--- config.mk ---
export PLATFORM = sky130hd
export DESIGN_NAME = sha256_stream_hasher_top
export DESIGN_NICKNAME = d
export VERILOG_FILES = /design/src/rtl/shs_pkg.sv /design/src/rtl/shs_compress.sv /design/src/rtl/sha256_stream_hasher_top.sv
export SDC_FILE = /design/constraint.sdc
export NUM_CORES = 2
export LEC_CHECK = 0
export ABC_AREA = 1
export BUFFER_PORTS_ARGS = -buffer_cell sky130_fd_sc_hd__clkbuf_2
export CORE_MARGIN = 2
export CORE_UTILIZATION = 40
export DETAILED_ROUTE_END_ITERATION = 7
export PLACE_DENSITY_LB_ADDON = 0.1
export SETUP_SLACK_MARGIN = 0.5
export SLEW_MARGIN = 20
export SYNTH_ARGS = -nofsm -noshare
export SYNTH_HDL_FRONTEND = slang
export SYNTH_SLANG_ARGS = --single-unit
--- constraint.sdc ---
create_clock -name clk -period 23.6 [get_ports clk]
set_clock_uncertainty 0.15 [all_clocks]
set_input_delay 4.72 -clock clk [delete_from_list [all_inputs] [get_ports clk]]
set_output_delay 4.72 -clock clk [all_outputs]
set_load 0.03 [all_outputs]
--- src/rtl/shs_pkg.sv ---
`default_nettype none

package shs_pkg;

  // Input command codes
  localparam logic [1:0] CMD_DATA    = 2'd0;
  localparam logic [1:0] CMD_FINAL   = 2'd1;
  localparam logic [1:0] CMD_RESTART = 2'd2;
  localparam logic [1:0] CMD_NONE    = 2'd3;

  localparam logic [7:0] PAD_BYTE = 8'h80;
  localparam logic [6:0] LEN_POS  = 7'd56;
  localparam logic [6:0] BLK_LAST = 7'd63;
  localparam logic [6:0] BLK_FULL = 7'd64;

  typedef logic [31:0] word_t;
  // Eight working / chaining words, element 0 is word a (H0)
  typedef logic [7:0][31:0] hstate_t;

  // Control from the sequencer into the compression unit
  typedef struct packed {
    logic       load;      // shift one byte into the block window
    logic [7:0] byte_val;
    logic       start;     // begin 64 rounds from hash_in
  } cmp_ctl_t;

  localparam word_t IV [8] = '{
    32'h6a09e667, 32'hbb67ae85, 32'h3c6ef372, 32'ha54ff53a,
    32'h510e527f, 32'h9b05688c, 32'h1f83d9ab, 32'h5be0cd19};

  localparam word_t RK [64] = '{
    32'h428a2f98, 32'h71374491, 32'hb5c0fbcf, 32'he9b5dba5, 32'h3956c25b, 32'h59f111f1,
    32'h923f82a4, 32'hab1c5ed5, 32'hd807aa98, 32'h12835b01, 32'h243185be, 32'h550c7dc3,
    32'h72be5d74, 32'h80deb1fe, 32'h9bdc06a7, 32'hc19bf174, 32'he49b69c1, 32'hefbe4786,
    32'h0fc19dc6, 32'h240ca1cc, 32'h2de92c6f, 32'h4a7484aa, 32'h5cb0a9dc, 32'h76f988da,
    32'h983e5152, 32'ha831c66d, 32'hb00327c8, 32'hbf597fc7, 32'hc6e00bf3, 32'hd5a79147,
    32'h06ca6351, 32'h14292967, 32'h27b70a85, 32'h2e1b2138, 32'h4d2c6dfc, 32'h53380d13,
    32'h650a7354, 32'h766a0abb, 32'h81c2c92e, 32'h92722c85, 32'ha2bfe8a1, 32'ha81a664b,
    32'hc24b8b70, 32'hc76c51a3, 32'hd192e819, 32'hd6990624, 32'hf40e3585, 32'h106aa070,
    32'h19a4c116, 32'h1e376c08, 32'h2748774c, 32'h34b0bcb5, 32'h391c0cb3, 32'h4ed8aa4a,
    32'h5b9cca4f, 32'h682e6ff3, 32'h748f82ee, 32'h78a5636f, 32'h84c87814, 32'h8cc70208,
    32'h90befffa, 32'ha4506ceb, 32'hbef9a3f7, 32'hc67178f2};

  function automatic word_t big_sig0(input word_t x);
    return {x[1:0], x[31:2]} ^ {x[12:0], x[31:13]} ^ {x[21:0], x[31:22]};
  endfunction

  function automatic word_t big_sig1(input word_t x);
    return {x[5:0], x[31:6]} ^ {x[10:0], x[31:11]} ^ {x[24:0], x[31:25]};
  endfunction

  function automatic word_t small_sig0(input word_t x);
    return {x[6:0], x[31:7]} ^ {x[17:0], x[31:18]} ^ {3'b000, x[31:3]};
  endfunction

  function automatic word_t small_sig1(input word_t x);
    return {x[16:0], x[31:17]} ^ {x[18:0], x[31:19]} ^ {10'd0, x[31:10]};
  endfunction

endpackage

`default_nettype wire

--- src/rtl/shs_compress.sv ---
`default_nettype none

// Block window plus one SHA-256 round per cycle. The window is a 64-byte
// shift line; during the rounds it slides one word a cycle and holds
// W[t..t+15], the new word W[t+16] entering at the bottom.
module shs_compress (
  input  wire logic             clk,
  input  wire logic             rst,
  input  wire shs_pkg::cmp_ctl_t ctl,
  input  wire shs_pkg::hstate_t  hash_in,
  output shs_pkg::hstate_t       work,
  output logic                  done
);
  import shs_pkg::*;

  logic [511:0] win;
  logic         busy;
  logic [5:0]   round;

  word_t w0, w1, w9, w14, w_new, t1, t2;
  hstate_t work_next;

  assign w0  = win[511 -: 32];
  assign w1  = win[479 -: 32];
  assign w9  = win[223 -: 32];
  assign w14 = win[63 -: 32];

  always_comb begin
    w_new = small_sig1(w14) + w9 + small_sig0(w1) + w0;
    t1 = work[7] + big_sig1(work[4]) + ((work[4] & work[5]) ^ (~work[4] & work[6]))
         + RK[round] + w0;
    t2 = big_sig0(work[0]) + ((work[0] & work[1]) ^ (work[0] & work[2]) ^ (work[1] & work[2]));
    work_next[0] = t1 + t2;
    work_next[1] = work[0];
    work_next[2] = work[1];
    work_next[3] = work[2];
    work_next[4] = work[3] + t1;
    work_next[5] = work[4];
    work_next[6] = work[5];
    work_next[7] = work[6];
  end

  always_ff @(posedge clk) begin
    if (rst) begin
      busy  <= 1'b0;
      done  <= 1'b0;
      round <= 6'd0;
    end else begin
      done <= busy && (round == 6'd63);
      if (ctl.start) begin
        busy  <= 1'b1;
        round <= 6'd0;
      end else if (busy) begin
        round <= round + 6'd1;
        if (round == 6'd63) begin
          busy <= 1'b0;
        end
      end
    end
  end

  // Window and working words carry no reset
  always_ff @(posedge clk) begin
    if (ctl.load) begin
      win <= {win[503:0], ctl.byte_val};
    end else if (busy) begin
      win <= {win[479:0], w_new};
    end
    if (ctl.start) begin
      work <= hash_in;
    end else if (busy) begin
      work <= work_next;
    end
  end

endmodule

`default_nettype wire

--- src/rtl/sha256_stream_hasher_top.sv ---
`default_nettype none

// Byte-stream SHA-256 hasher.
// Input channel (in_valid/in_ready): command plus data_byte. A data command
// appends one byte; finalize pads, compresses and returns the digest;
// restart starts a new message; command 3 is dropped.
// Output channel (out_valid/out_ready): one transaction per digest word,
// word_index 0..7 with last on word 7. A data or finalize command after
// finalize returns a single transaction with error=1, last=1, word zero.
// Sequence: the byte that fills a 64-byte block is loaded as the round
// unit starts; the single round unit then runs its rounds and the chaining
// update follows, with input held off until it is done. Finalize shifts in
// the pad byte, zero fill and the bit length, runs one compression (two when
// the length does not fit in the current block), then emits the digest
// words, waiting whenever the receiver stalls.
// in_ready is high only while the sequencer is idle and the output
// register is free or being drained this cycle; a stalled receiver holds
// the output register and the sequencer waits. Reset (synchronous, high)
// loads the initial hash values and clears length, fill and done state.
module sha256_stream_hasher_top (
  input  wire logic        clk,
  input  wire logic        rst,
  input  wire logic        in_valid,
  output logic             in_ready,
  input  wire logic [1:0]  command,
  input  wire logic [7:0]  data_byte,
  output logic             out_valid,
  input  wire logic        out_ready,
  output logic [31:0]      digest_word,
  output logic [2:0]       word_index,
  output logic             last,
  output logic             error
);
  import shs_pkg::*;

  localparam logic [2:0] S_IDLE = 3'd0;
  localparam logic [2:0] S_PAD  = 3'd1;  // zero fill up to the length field
  localparam logic [2:0] S_LEN  = 3'd2;  // shift in 64-bit bit length
  localparam logic [2:0] S_COMP = 3'd3;  // wait for the round unit
  localparam logic [2:0] S_EMIT = 3'd4;  // stream out digest words

  logic [2:0]  state;
  logic [2:0]  ret_state;
  hstate_t     hash;
  logic [6:0]  fill;
  logic [60:0] byte_total;
  logic        done_flag;
  logic [63:0] len_sr;
  logic [2:0]  emit_idx;

  logic     accept;
  logic     out_free;
  logic     out_load;
  cmp_ctl_t ctl;
  hstate_t  work;
  logic     cmp_done;

  assign out_free = !out_valid || out_ready;
  assign in_ready = (state == S_IDLE) && out_free;
  assign accept   = in_valid && in_ready;

  // Output register gets a new word this cycle (error word or digest word)
  assign out_load = ((state == S_IDLE) && accept && done_flag &&
                     ((command == CMD_DATA) || (command == CMD_FINAL))) ||
                    ((state == S_EMIT) && out_free);

  // Drive the window: message bytes, pad byte, zeros, length bytes
  always_comb begin
    ctl.load     = 1'b0;
    ctl.byte_val = 8'h00;
    ctl.start    = 1'b0;
    unique case (state)
      S_IDLE: begin
        if (accept && !done_flag) begin
          if (command == CMD_DATA) begin
            ctl.load     = 1'b1;
            ctl.byte_val = data_byte;
            ctl.start    = (fill == BLK_LAST);
          end else if (command == CMD_FINAL) begin
            ctl.load     = 1'b1;
            ctl.byte_val = PAD_BYTE;
          end
        end
      end
      S_PAD: begin
        if (fill == BLK_FULL) begin
          ctl.start = 1'b1;
        end else if (fill != LEN_POS) begin
          ctl.load  = 1'b1;
          ctl.start = (fill == BLK_LAST);
        end
      end
      S_LEN: begin
        ctl.load     = 1'b1;
        ctl.byte_val = len_sr[63:56];
        ctl.start    = (fill == BLK_LAST);
      end
      S_COMP, S_EMIT: begin
        ctl.load = 1'b0;
      end
      default: begin
        ctl.load = 1'b0;
      end
    endcase
  end

  shs_compress u_compress (
    .clk     (clk),
    .rst     (rst),
    .ctl     (ctl),
    .hash_in (hash),
    .work    (work),
    .done    (cmp_done)
  );

  always_ff @(posedge clk) begin
    if (rst) begin
      state      <= S_IDLE;
      ret_state  <= S_IDLE;
      fill       <= 7'd0;
      byte_total <= 61'd0;
      done_flag  <= 1'b0;
      emit_idx   <= 3'd0;
      out_valid  <= 1'b0;
      for (int i = 0; i < 8; i++) begin
        hash[i] <= IV[i];
      end
    end else begin
      if (out_valid && out_ready && !out_load) begin
        out_valid <= 1'b0;
      end
      unique case (state)
        S_IDLE: begin
          if (accept) begin
            if (command == CMD_RESTART) begin
              fill       <= 7'd0;
              byte_total <= 61'd0;
              done_flag  <= 1'b0;
              for (int i = 0; i < 8; i++) begin
                hash[i] <= IV[i];
              end
            end else if (command != CMD_NONE && done_flag) begin
              out_valid   <= 1'b1;
              digest_word <= 32'd0;
              word_index  <= 3'd0;
              last        <= 1'b1;
              error       <= 1'b1;
            end else if (command == CMD_DATA) begin
              byte_total <= byte_total + 61'd1;
              if (fill == BLK_LAST) begin
                fill      <= 7'd0;
                ret_state <= S_IDLE;
                state     <= S_COMP;
              end else begin
                fill <= fill + 7'd1;
              end
            end else if (command == CMD_FINAL) begin
              len_sr <= {byte_total, 3'b000};
              fill   <= fill + 7'd1;
              state  <= S_PAD;
            end
          end
        end
        S_PAD: begin
          if (ctl.start) begin
            fill      <= 7'd0;
            ret_state <= S_PAD;
            state     <= S_COMP;
          end else if (fill == LEN_POS) begin
            state <= S_LEN;
          end else begin
            fill <= fill + 7'd1;
          end
        end
        S_LEN: begin
          len_sr <= {len_sr[55:0], 8'h00};
          if (ctl.start) begin
            fill      <= 7'd0;
            ret_state <= S_EMIT;
            state     <= S_COMP;
          end else begin
            fill <= fill + 7'd1;
          end
        end
        S_COMP: begin
          if (cmp_done) begin
            for (int i = 0; i < 8; i++) begin
              hash[i] <= hash[i] + work[i];
            end
            state <= ret_state;
            if (ret_state == S_EMIT) begin
              done_flag <= 1'b1;
              emit_idx  <= 3'd0;
            end
          end
        end
        S_EMIT: begin
          if (out_free) begin
            out_valid   <= 1'b1;
            digest_word <= hash[emit_idx];
            word_index  <= emit_idx;
            last        <= (emit_idx == 3'd7);
            error       <= 1'b0;
            emit_idx    <= emit_idx + 3'd1;
            if (emit_idx == 3'd7) begin
              state <= S_IDLE;
            end
          end
        end
        default: begin
          state <= S_IDLE;
        end
      endcase
    end
  end

  a_done_in_comp: assert property (@(posedge clk) disable iff (rst)
    cmp_done |-> state == S_COMP)
    else $error("round unit finished outside the compress wait");

  a_fill_range: assert property (@(posedge clk) disable iff (rst)
    fill <= BLK_FULL)
    else $error("fill count past a full block");

  a_error_result: assert property (@(posedge clk) disable iff (rst)
    (out_valid && error) |-> (digest_word == 32'd0 && word_index == 3'd0 && last))
    else $error("malformed error result");

  a_last_word: assert property (@(posedge clk) disable iff (rst)
    (out_valid && !error && last) |-> word_index == 3'd7)
    else $error("last flag on a word other than the final one");

  a_done_rise: assert property (@(posedge clk) disable iff (rst)
    $rose(done_flag) |-> (state == S_EMIT && emit_idx == 3'd0))
    else $error("done flag set without a digest to emit");

endmodule

`default_nettype wire

==> results.py <==
metrics = {
    "global_routing": {
        "first_global_vias": 76220,
        "global_route.overflow_total": 0,
        "track_usage_pct": 33.39,
        "largest_net_degree_at_the_start_of_global_routing": 149,
        "initial_antenna_violation_count": 20,
        "first_pass_grt_wire_length_mm": 536.2,
    },
    "critical_path": {
        "worstSetupPathType": "in -> out",
        "crit_arrival_ns": 5.37,
        "crit_fanout": 4,
        "critical_path.endpoint_type": "primary output",
        "critPathLaunchType": "primary input",
        "worstPathRequired_ns": 18.73,
    },
    "synthesis": {
        "synthMostInstantiatedCell": "sky130_fd_sc_hd__nand2_1",
        "syn_area_mm2": 0.08640,
        "top_area_cell_type_share_of_the_netlist_area_pct": 30.10,
        "netlist_top_cells_area": "sky130_fd_sc_hd__edfxtp_1, sky130_fd_sc_hd__nand2_1, sky130_fd_sc_hd__dfxtp_1",
        "synthesis.nets": 12350,
        "post_synth_top_area_cell": "sky130_fd_sc_hd__edfxtp_1",
        "synthesis.yosys.warnings": 0,
        "synthesis.instances": 11740,
        "synth.distinct_cells": 59,
        "synth_enable_flop_cells": 866,
        "yosysSeqAreaShare_pct": 38.02,
        "synthArstFlopShare_pct": 0,
        "post_synth.cell_area_avg_um2": 7.357,
        "ys_dominant_reg_cell": "sky130_fd_sc_hd__edfxtp_1",
        "ys_seq_elements": 1208,
        "synth_commonest_cells": "sky130_fd_sc_hd__nand2_1, sky130_fd_sc_hd__inv_1, sky130_fd_sc_hd__o21ai_0",
    },
    "cts": {
        "clk-insertion-delay-late_ns": 0.86,
        "clk_path_buf_depth": 3,
        "htree_levels": 4,
        "root_buffer": "sky130_fd_sc_hd__clkbuf_16",
        "tritoncts.num_buffers": 149,
        "cts-hold-fix-buffers": 0,
        "post_cts_resized": 0,
        "clk_transition_reported_paths_ns": 0.06,
        "cts_post_setup_buffers_inserted": 0,
        "cts_tree": "done",
        "clock-sinks": 1208,
    },
    "placed_design": {
        "place.detailed.hpwl_mm": 291.4,
        "preCtsSetupSlack_ns": 13.02,
        "io_buffer_count": 52,
        "globalplace.congestion": 1.008,
    },
    "route": {
        "postRouteAntennaNets": 0,
        "routed_wl_mm": 375.7,
        "drt_first_iter_violations": 9248,
        "vias": 81690,
        "routedWlPerCell_um": 25.88,
        "detail_route.first_pass.iterations": 8,
        "via_per_inst": 5.626,
        "drc": 0,
    },
    "die": {
        "top_level_ports": 53,
        "floorplan.die_area_mm2": 0.2197,
        "std_cell_rows": 170,
        "initial_core_utilization_pct": 40.26,
        "die_height_um": 468.8,
        "design.core.area_mm2": 0.2146,
        "die_width_um": 468.8,
    },
    "timing": {
        "achievable_clock_frequency_ghz": 0.09764,
        "timing_max_transition_violations_final": 0,
        "timing.setup.tns_ns": 0,
        "maxSlewHeadroom_pct": 18.70,
        "rsz0062_at_grt": "false",
        "tightestPinTransition_ns": 1.207,
        "report.final.hold_viol_count": 0,
        "finalWorstSetupSlack_ns": 13.36,
        "setup_viol_count_final": 0,
        "fin_crit_sh_pct": 43.40,
        "layout_min_cycle_time_ns": 10.24,
    },
    "final_layout": {
        "fraction_of_final_layout_cells_with_drive_strength_greater_than_1_pct": 3.529,
        "area_growth_syn_to_layout_pct": 8.705,
        "nets": 12160,
    },
    "run": {
        "cap_violations": 0,
    },
    "status": {
        "run_status": "complete, no violations",
    },
    "hold_path": {
        "hold_path.class": "reg -> reg",
    },
}
==> area by class of cell <==
cell class | instances | area, µm²
Fill cell | 22300 | 120700
Multi-Input combinational cell | 8770 | 46750
Sequential cell | 1208 | 32860
Inverter | 1291 | 4873
Clock buffer | 207 | 4069
Tap cell | 2838 | 3551
Clock inverter | 69 | 917.1
Timing Repair Buffer | 130 | 879.6
Antenna cell | 8 | 20.02
==> cells by family (layout without fill, tap and decap cells) <==
logic type                 after synthesis  count (layout)  share of synthesized area (%)
adders and majority gates              615             615                          10.54
buffers and inverters                 1766            1697                          7.939
xor gates and xnor gates               354             354                          3.588
and+or+nand+nor                       5687            5687                          26.70
AOI/OAI and AO/OA                     2114            2114                          13.20
other                                    0               8                              0
DFF                                   1208            1208                          38.02
==> final timing paths <==
kind / start / to / slack, ns / cells after the start
max: out_ready / in_ready / 13.36 / 4
min: byte_total[39] / byte_total[39] / 0.33 / 1
max reg2reg: u_compress.round[1] / u_compress.work[31] / 14.08 / 33
min reg2reg: byte_total[39] / byte_total[39] / 0.33 / 1
==> per-layer routing <==
metal | global-route usage (%) | up-vias | part of all wire, %
li1 | - | 38250 | -
met1 | 46.75 | 39310 | 44
met2 | 50.48 | 3427 | 43
met3 | 6.343 | 688 | 8.2
met4 | 13.55 | 12 | 4.8
met5 | 0 | - | 0.018
==> cells in the final DEF, fill, tap and decap left out, types with 43 or more instances in the layout <==
cell                        instances
sky130_fd_sc_hd__a21o_1            43
sky130_fd_sc_hd__a21oi_1          791
sky130_fd_sc_hd__buf_4             73
sky130_fd_sc_hd__clkbuf_1          48
sky130_fd_sc_hd__clkbuf_16        151
sky130_fd_sc_hd__clkbuf_2          51
sky130_fd_sc_hd__dfxtp_1          340
sky130_fd_sc_hd__edfxtp_1         866
sky130_fd_sc_hd__fa_1             195
sky130_fd_sc_hd__ha_1             400
sky130_fd_sc_hd__inv_1           1275
sky130_fd_sc_hd__nand2_1         3826
sky130_fd_sc_hd__nand3_1          627
sky130_fd_sc_hd__nand4_1          132
sky130_fd_sc_hd__nor2_1           824
sky130_fd_sc_hd__nor3_1           135
sky130_fd_sc_hd__o211ai_1          57
sky130_fd_sc_hd__o21ai_0          965
sky130_fd_sc_hd__o21bai_1          54
sky130_fd_sc_hd__xnor2_1          157
sky130_fd_sc_hd__xor2_1           197
==> critical path, stage by stage <==
cell	delay, ns
sky130_fd_sc_hd__clkbuf_2	0.08
sky130_fd_sc_hd__nor2_1	0.29
sky130_fd_sc_hd__nor2_1	0.09
sky130_fd_sc_hd__clkbuf_2	0.19
==> sequential cells by signal (all words and copies together) (netlist names), 6 cells and up <==
register / count
fill: 7
u_compress.round: 6
u_compress.work: 256
byte_total: 61
len_sr: 61
hash: 256
u_compress.win: 512
digest_word: 32
==> metrics by stage <==
step | instances | util (%) | hold slack (ns) | area, µm²
after floorplan | 11740 | - | 0.2841 | 86400
after global placement | 14240 | 41.42 | 0.3008 | 88900
after detailed placement | 14240 | 41.42 | 0.3180 | 88900
after CTS | 14510 | 43.75 | 0.3287 | 93890
after global routing | 14520 | 43.76 | 0.3532 | 93910
final | 14520 | 43.76 | 0.3309 | 93920
Power is left out: the tool's default activity adds up to more than one toggle a clock period on the data nets, which glitch-free logic cannot reach.
